### src/hw/rtl/bjeq_pkg.sv
package bjeq_pkg;

	// Register indexes on the configuration port
	typedef enum logic [2:0] {
		REG_DEBOUNCE_TIME   = 3'd0,
		REG_UP_THRESHOLD    = 3'd1,
		REG_DOWN_THRESHOLD  = 3'd2,
		REG_LEFT_THRESHOLD  = 3'd3,
		REG_RIGHT_THRESHOLD = 3'd4,
		REG_HOLD_TIME       = 3'd5
	} reg_idx_t;

	localparam int unsigned NUM_BUTTONS = 3;
	localparam int unsigned TIME_W      = 32;
	localparam int unsigned SAMPLE_W    = 10;
	localparam int unsigned MS_W        = 16;
	localparam int unsigned CFG_ADDR_W  = 3;
	localparam int unsigned IN_TDATA_W  = 56;
	localparam int unsigned OUT_TDATA_W = 8;

	// Reset values of the registers
	localparam logic [MS_W-1:0]     DEBOUNCE_RST = 16'd50;
	localparam logic [SAMPLE_W-1:0] UP_RST       = 10'd400;
	localparam logic [SAMPLE_W-1:0] DOWN_RST     = 10'd600;
	localparam logic [SAMPLE_W-1:0] LEFT_RST     = 10'd400;
	localparam logic [SAMPLE_W-1:0] RIGHT_RST    = 10'd600;
	localparam logic [MS_W-1:0]     HOLD_RST     = 16'd3000;

	typedef struct packed {
		logic [MS_W-1:0]     debounce_time;
		logic [SAMPLE_W-1:0] up_threshold;
		logic [SAMPLE_W-1:0] down_threshold;
		logic [SAMPLE_W-1:0] left_threshold;
		logic [SAMPLE_W-1:0] right_threshold;
		logic [MS_W-1:0]     hold_time;
	} cfg_t;

	// One poll, last field in the lowest bits
	typedef struct packed {
		logic [SAMPLE_W-1:0] x_sample;
		logic [SAMPLE_W-1:0] y_sample;
		logic                history_level;
		logic                delete_level;
		logic                save_level;
		logic [TIME_W-1:0]   time_ms;
	} poll_t;

	// Events of one poll, last field in the lowest bit
	typedef struct packed {
		logic shutdown_event;
		logic down_event;
		logic up_event;
		logic history_event;
		logic delete_event;
		logic save_event;
	} evt_t;

endpackage

### src/hw/rtl/bjeq_cfg_regs.sv
module bjeq_cfg_regs
	import bjeq_pkg::*;
(
	input  logic                  clk,
	input  logic                  arst_n,
	input  logic                  cfg_we,
	input  logic [CFG_ADDR_W-1:0] cfg_addr,
	input  logic [MS_W-1:0]       cfg_wdata,
	output cfg_t                  cfg
);

	cfg_t cfg_q;

	// Register file, writes to unused indexes are dropped
	always_ff @(posedge clk or negedge arst_n) begin
		if (!arst_n) begin
			cfg_q.debounce_time   <= DEBOUNCE_RST;
			cfg_q.up_threshold    <= UP_RST;
			cfg_q.down_threshold  <= DOWN_RST;
			cfg_q.left_threshold  <= LEFT_RST;
			cfg_q.right_threshold <= RIGHT_RST;
			cfg_q.hold_time       <= HOLD_RST;
		end else if (cfg_we) begin
			unique case (cfg_addr)
				REG_DEBOUNCE_TIME:   cfg_q.debounce_time   <= cfg_wdata;
				REG_UP_THRESHOLD:    cfg_q.up_threshold    <= cfg_wdata[SAMPLE_W-1:0];
				REG_DOWN_THRESHOLD:  cfg_q.down_threshold  <= cfg_wdata[SAMPLE_W-1:0];
				REG_LEFT_THRESHOLD:  cfg_q.left_threshold  <= cfg_wdata[SAMPLE_W-1:0];
				REG_RIGHT_THRESHOLD: cfg_q.right_threshold <= cfg_wdata[SAMPLE_W-1:0];
				REG_HOLD_TIME:       cfg_q.hold_time       <= cfg_wdata;
				default: ;
			endcase
		end
	end

	assign cfg = cfg_q;

endmodule

### src/hw/rtl/bjeq_eval.sv
module bjeq_eval
	import bjeq_pkg::*;
(
	input  logic  clk,
	input  logic  arst_n,
	input  cfg_t  cfg,
	input  logic  upd,   // poll in the input stage moves on this cycle
	input  poll_t poll,
	output evt_t  evt
);

	logic [NUM_BUTTONS-1:0] levels_q;
	logic [TIME_W-1:0]      chg_time_q [NUM_BUTTONS];
	logic                   up_fired_q, down_fired_q;
	logic [TIME_W-1:0]      up_time_q, down_time_q;
	logic [TIME_W-1:0]      hold_start_q;
	logic                   hold_active_q, shut_fired_q;

	logic [NUM_BUTTONS-1:0] lvl;
	logic [NUM_BUTTONS-1:0] btn_take;
	logic [NUM_BUTTONS-1:0] btn_press;
	logic [TIME_W-1:0]      btn_dt [NUM_BUTTONS];
	logic [TIME_W-1:0]      up_dt, down_dt, hold_dt;
	logic                   y_up, y_down, x_off;
	logic                   up_fire, down_fire, shut_fire;

	assign lvl = {poll.history_level, poll.delete_level, poll.save_level};

	// Per-button debounce: accept a level change once the lockout is over
	always_comb begin
		for (int i = 0; i < NUM_BUTTONS; i++) begin
			btn_dt[i]    = poll.time_ms - chg_time_q[i];
			btn_take[i]  = (lvl[i] != levels_q[i]) &&
				(btn_dt[i] > {{(TIME_W-MS_W){1'b0}}, cfg.debounce_time});
			btn_press[i] = btn_take[i] && !lvl[i];
		end
	end

	// Y tilt, one event per excursion with lockout since last event
	assign up_dt     = poll.time_ms - up_time_q;
	assign down_dt   = poll.time_ms - down_time_q;
	assign y_up      = poll.y_sample < cfg.up_threshold;
	assign y_down    = poll.y_sample > cfg.down_threshold;
	assign up_fire   = y_up && !up_fired_q &&
		(up_dt > {{(TIME_W-MS_W){1'b0}}, cfg.debounce_time});
	assign down_fire = y_down && !down_fired_q &&
		(down_dt > {{(TIME_W-MS_W){1'b0}}, cfg.debounce_time});

	// X hold: first off-center poll only starts the timer
	assign hold_dt   = poll.time_ms - hold_start_q;
	assign x_off     = (poll.x_sample < cfg.left_threshold) ||
		(poll.x_sample > cfg.right_threshold);
	assign shut_fire = x_off && hold_active_q && !shut_fired_q &&
		(hold_dt >= {{(TIME_W-MS_W){1'b0}}, cfg.hold_time});

	assign evt = '{
		shutdown_event: shut_fire,
		down_event:     down_fire,
		up_event:       up_fire,
		history_event:  btn_press[2],
		delete_event:   btn_press[1],
		save_event:     btn_press[0]
	};

	// State update as the poll retires
	always_ff @(posedge clk or negedge arst_n) begin
		if (!arst_n) begin
			levels_q      <= '1;
			for (int i = 0; i < NUM_BUTTONS; i++) begin
				chg_time_q[i] <= '0;
			end
			up_fired_q    <= 1'b0;
			down_fired_q  <= 1'b0;
			up_time_q     <= '0;
			down_time_q   <= '0;
			hold_start_q  <= '0;
			hold_active_q <= 1'b0;
			shut_fired_q  <= 1'b0;
		end else if (upd) begin
			for (int i = 0; i < NUM_BUTTONS; i++) begin
				if (btn_take[i]) begin
					levels_q[i]   <= lvl[i];
					chg_time_q[i] <= poll.time_ms;
				end
			end
			if (!y_up) begin
				up_fired_q <= 1'b0;
			end else if (up_fire) begin
				up_fired_q <= 1'b1;
				up_time_q  <= poll.time_ms;
			end
			if (!y_down) begin
				down_fired_q <= 1'b0;
			end else if (down_fire) begin
				down_fired_q <= 1'b1;
				down_time_q  <= poll.time_ms;
			end
			if (!x_off) begin
				hold_active_q <= 1'b0;
				shut_fired_q  <= 1'b0;
			end else if (!hold_active_q) begin
				hold_active_q <= 1'b1;
				hold_start_q  <= poll.time_ms;
				shut_fired_q  <= 1'b0;
			end else if (shut_fire) begin
				shut_fired_q <= 1'b1;
			end
		end
	end

	// A shutdown never fires twice without X returning to center first
	a_shut_once: assert property (@(posedge clk) disable iff (!arst_n)
		upd && shut_fire |=> shut_fired_q && hold_active_q)
		else $error("shutdown flag not latched after firing");

	// Shutdown only fires on a hold that was already running
	a_shut_hold: assert property (@(posedge clk) disable iff (!arst_n)
		shut_fire |-> hold_active_q)
		else $error("shutdown without an active hold");

	// An accepted save press leaves the stored level low
	a_press_lvl: assert property (@(posedge clk) disable iff (!arst_n)
		upd && btn_press[0] |=> !levels_q[0])
		else $error("save press did not update the stored level");

	// An up event latches the fired flag and records its poll time
	a_up_zone: assert property (@(posedge clk) disable iff (!arst_n)
		upd && up_fire |=> up_fired_q && up_time_q == $past(poll.time_ms))
		else $error("up event state not recorded");

endmodule

### src/hw/rtl/button_joystick_event_qualifier_core.sv
// A poll accepted into the input register shows its events on m_tdata once it moves into the
// result register; a full result register with m_tready low holds it in the input register.
// Throughput: one poll per cycle while m_tready is high; the input register only takes
// a new poll while a result waits if the input register itself is empty.
// Reset (arst_n low, asynchronous): both stages empty, buttons released,
// timers and flags cleared, registers back to their default values.
module button_joystick_event_qualifier_core
	import bjeq_pkg::*;
(
	input  logic                   clk,
	input  logic                   arst_n,
	// configuration write port
	input  logic                   cfg_we,
	input  logic [CFG_ADDR_W-1:0]  cfg_addr,
	input  logic [MS_W-1:0]        cfg_wdata,
	// poll beats
	input  logic                   s_tvalid,
	output logic                   s_tready,
	// time_ms[31:0], save_level, delete_level, history_level, y_sample, x_sample, pad
	input  logic [IN_TDATA_W-1:0]  s_tdata,
	// result beats
	output logic                   m_tvalid,
	input  logic                   m_tready,
	// save, delete, history, up, down, shutdown event, pad
	output logic [OUT_TDATA_W-1:0] m_tdata
);

	cfg_t  cfg;
	poll_t poll_s1;
	logic  vld_s1;
	evt_t  evt;
	evt_t  evt_s2;
	logic  vld_s2;
	logic  adv;

	bjeq_cfg_regs u_cfg (
		.clk       (clk),
		.arst_n    (arst_n),
		.cfg_we    (cfg_we),
		.cfg_addr  (cfg_addr),
		.cfg_wdata (cfg_wdata),
		.cfg       (cfg)
	);

	// Result stage frees when empty or taken this cycle
	assign adv      = vld_s1 && (!vld_s2 || m_tready);
	assign s_tready = !vld_s1 || adv;

	// Input stage
	always_ff @(posedge clk or negedge arst_n) begin
		if (!arst_n) begin
			vld_s1 <= 1'b0;
		end else if (s_tready) begin
			vld_s1 <= s_tvalid;
		end
	end

	always_ff @(posedge clk) begin
		if (s_tready && s_tvalid) begin
			poll_s1 <= poll_t'(s_tdata[$bits(poll_t)-1:0]);
		end
	end

	bjeq_eval u_eval (
		.clk    (clk),
		.arst_n (arst_n),
		.cfg    (cfg),
		.upd    (adv),
		.poll   (poll_s1),
		.evt    (evt)
	);

	// Result stage
	always_ff @(posedge clk or negedge arst_n) begin
		if (!arst_n) begin
			vld_s2 <= 1'b0;
		end else if (!vld_s2 || m_tready) begin
			vld_s2 <= vld_s1;
		end
	end

	always_ff @(posedge clk) begin
		if (adv) begin
			evt_s2 <= evt;
		end
	end

	assign m_tvalid = vld_s2;
	assign m_tdata  = {{(OUT_TDATA_W-$bits(evt_t)){1'b0}}, evt_s2};

	// A poll moving out of the input stage always lands in the result stage
	a_adv_lands: assert property (@(posedge clk) disable iff (!arst_n)
		adv |=> vld_s2)
		else $error("retired poll lost between stages");

	// An empty input stage never stalls the upstream side
	a_s1_ready: assert property (@(posedge clk) disable iff (!arst_n)
		!vld_s1 |-> s_tready)
		else $error("input stage empty but not ready");

	// A waiting result that is not taken holds the poll in the input stage
	a_s1_stall: assert property (@(posedge clk) disable iff (!arst_n)
		vld_s1 && vld_s2 && !m_tready |=> vld_s1)
		else $error("stalled poll dropped from input stage");

endmodule

### config.mk
export PLATFORM = sky130hd
export DESIGN_NAME = button_joystick_event_qualifier_core
export DESIGN_NICKNAME = d
export VERILOG_FILES = /design/src/hw/rtl/bjeq_pkg.sv /design/src/hw/rtl/bjeq_cfg_regs.sv /design/src/hw/rtl/bjeq_eval.sv /design/src/hw/rtl/button_joystick_event_qualifier_core.sv
export SDC_FILE = /design/constraint.sdc
export NUM_CORES = 1
export LEC_CHECK = 0
export ABC_AREA = 1
export ABC_CLOCK_PERIOD_IN_PS = 5210
export BUFFER_PORTS_ARGS = -buffer_cell sky130_fd_sc_hd__clkbuf_2
export CAP_MARGIN = 20
export CORE_MARGIN = 8
export CORE_UTILIZATION = 35
export DETAILED_ROUTE_END_ITERATION = 10
export GPL_TIMING_DRIVEN = 1
export HOLD_SLACK_MARGIN = 0.08
export PLACE_DENSITY = 0.47
export SLEW_MARGIN = 20
export SYNTH_ARGS = -nofsm -noshare
export SYNTH_HDL_FRONTEND = slang
export SYNTH_SLANG_ARGS = --single-unit
### constraint.sdc
create_clock -name clk -period 5.21 [get_ports clk]
set_input_delay 0.521 -clock clk [delete_from_list [all_inputs] [get_ports clk]]
set_output_delay 0.521 -clock clk [all_outputs]
set_load 0.05 [all_outputs]
==> flow_summary.ini <==
[outcome]
outcome = finished clean

[power_and_ir_drop]
power_density_nw_per_um2 = 586
netSwitchingPower_mw = 10.3
power.switching_fraction = 0.505
seqPwrFrac = 0.202
ir_drop_uv = 301
power.internal_mw = 10.1
pwr-share-clk = 0.158
p_leak_nw = 19.8
comb_power_share = 0.640
total_power_mw = 20.4

[setup_path]
critPathArrivalTime_ns = 5.33
cp_common_cell = nand2_1
endpoint = u_eval.chg_time_q[35]$_DFFE_PN0P_
crit_path_start = poll_s1[0]$_DFFE_PP_
reg2reg_setup_slack_ns = 0.40
end_kind = register
critical_path_class = reg2reg
setup.worst_path.start_class = register
timing.rr.start = poll_s1[0]$_DFFE_PP_
reg2regPathDepth = 28
crit_fanout = 33
slowest_stage = edfxtp_1
required_ns = 5.73
r2r_end = u_eval.chg_time_q[35]$_DFFE_PN0P_
max_stage_delay_ns = 0.54

[clocking]
clkLatencyLatePin_ns = 0.60
cts_tree = done
htreeDepth = 2
cts_resized = 0
root_buffer = clkbuf_16
cts_sinks = 334
clk_pin_slew_ns = 0.06
cts_max_path_buffers = 3
numCtsBuffers = 44

[drt]
wl_per_cell_um = 16.8
drc_errors = 0
routed_wl_um = 104000
drtAntennaViolNets = 0
via_per_inst = 4.71
first_pass_iters = 6
vias = 29151
drt_iter0_drc = 2098

[logic_synthesis]
ys_seq_area_frac = 0.282
synth-edff-count = 61
yosysUniqueCellTypes = 54
ys.flop_type = dfrtp_1
yosysMostFrequentCell = nand2_1
avgSynthCellArea_um2 = 6.38
syn_inst = 4830
synth_area_leader_cell = nand2_1
synth_seq_cells = 334
async_flop_share = 0.817
netlist.area_leader.share = 0.221
synth_commonest_cells = nand2_1 (1817), inv_1 (911), nor2_1 (336), ha_1 (320), nand3_1 (285)
yosys_warnings = 0
syn-cell-area_um2 = 30800
ys_top_cells_by_area = nand2_1 (22%), dfrtp_1 (20%), ha_1 (13%)

[final_layout]
drive_gt1_frac = 0.0677
post-route-util = 0.399
syn_to_final_growth_pct = 12.9
fin_nets = 5405
fillCellCount = 9651
seq_area_um2 = 8700
multi_input_area_um2 = 18200

[placed_design]
routabilityCongestion = 0.918
pre_cts_ws_ns = 0.449
place_hpwl_um = 80300
place.port_buffers = 86

[timing]
setup_viol = 0
fmax_mhz = 208
fin_ws_ns = 0.400
clock_skew_ns = 0.0210
finalHoldViolCount = 0
rsz0062_at_grt = no
period_share = 0.923
maxSlewHeadroom = 0.274
worstMarginPinSlew_ns = 1.09
fin_tns_setup_ns = 0
final_max_slew_viol_count = 0
min_period_ns = 4.81

[hold_path]
hold_path.class = in2reg
hp-start = s_tdata[36]
hold_depth = 1

[global_routing]
first_global_vias = 27423
grt-ovfl-total = 0
grt_max_degree = 119
grtUsageTotal = 0.208
grt_pass1_wl_um = 160000
antenna_found_initial = 7

[die]
die_area_um2 = 97700
fp.coreArea_um2 = 87000
die_w_um = 313
start_util = 0.354
die_height_um = 313
ios = 90
row_count = 108

[job]
drv_cap = 0
per-stage QoR:
| stage | hold slack [ns] | std cells | cell area (um2) |
|---|---|---|---|
| after global routing | 0.0936 | 6190 | 34800 |
| after global placement | 0.454 | 6057 | 32700 |
| final | 0.113 | 6190 | 34800 |
| after detailed placement | 0.458 | 6057 | 32700 |
| after floorplan | 0.225 | 4831 | 30800 |
| after CTS | 0.0808 | 6189 | 34800 |
worst min path at each step:
stage                                              to  slack, ns
global route                    poll_s1[36]$_DFFE_PP_       0.09
detailed placement    u_eval.up_time_q[2]$_DFFE_PN0P_       0.46
CTS                             poll_s1[33]$_DFFE_PP_       0.08
global placement    u_eval.chg_time_q[22]$_DFFE_PN0P_       0.45
floorplan                        m_tvalid$_DFFE_PN0P_       0.23
finish                          poll_s1[36]$_DFFE_PP_       0.11
flip-flops by register name (all words and copies together) (netlist names):
name / count
u_eval.down_time_q: 32
u_eval.levels_q: 3
u_eval.hold_active_q: 1
vld_s1: 1
u_eval.chg_time_q: 96
u_eval.hold_start_q: 32
u_eval.up_time_q: 32
m_tdata: 6
u_eval.shut_fired_q: 1
m_tvalid: 1
poll_s1: 55
u_eval.down_fired_q: 1
u_cfg.cfg: 72
u_eval.up_fired_q: 1
kinds of logic (layout without fill, tap and decap cells):
| group | count (synthesis) | after routing | share of synthesized area |
|---|---|---|---|
| AOI/OAI and AO/OA | 390 | 390 | 0.0676 |
| xor gates and xnor gates | 93 | 93 | 0.0264 |
| adders and majority gates | 326 | 326 | 0.134 |
| and+or+nand+nor | 2689 | 2689 | 0.363 |
| buffers and inverters | 997 | 1200 | 0.127 |
| DFF | 334 | 334 | 0.282 |
| other | 1 | 3 | 0.000122 |
placed cells by master, fill, tap and decap left out, drive strengths merged, types with 102 or more instances in the layout:
cell type / instances
nand2: 1862
inv: 921
nor2: 354
ha: 320
nand3: 293
dfrtp: 246
a21oi: 193
clkbuf: 148
o21ai: 147
nand4: 102
layer usage:
layer	part of all wire	routed length, um	track usage
met5	0	0	0
met4	0.027	2770	0.0535
met3	0.043	4500	0.0251
met2	0.45	47100	0.344
met1	0.48	49800	0.288
critical path: cells and delay by family (launching register included):
kind          cells  cell delay (ns)
simple gates     21             2.54
fa+ha+maj         3             0.94
xor+xnor          1             0.20
flops             1             0.54
buf+inv           3             0.50
power by group through the flow:
stage / logic, mW / registers [mW] / clock network [mW]
6_report: 13.0 / 4.12 / 3.21
5_1_grt: 15.1 / 4.22 / 3.41
4_1_cts: 13.1 / 4.12 / 3.32
3_5_place_dp: 13.0 / 4.15 / 0
3_3_place_gp: 12.9 / 4.15 / 0
2_1_floorplan: 9.76 / 4.04 / 0
cell type report:
cell class | instances | area share
Clock buffer | 63 | 0.0367
Clock inverter | 18 | 0.00648
Multi-Input combinational cell | 3500 | 0.524
Timing Repair Buffer | 197 | 0.0410
Antenna cell | 1 | 0.0000720
Sequential cell | 334 | 0.250
Tap cell | 1155 | 0.0416
Inverter | 922 | 0.0996
timing repair:
item                                   in CTS  in global routing
hold buffers                               51                  0
setup buffers                               0                  0
setup endpoints to repair                   0                  0
endpoints found under the hold margin     140                  0
(Power assumes the default switching activity.)
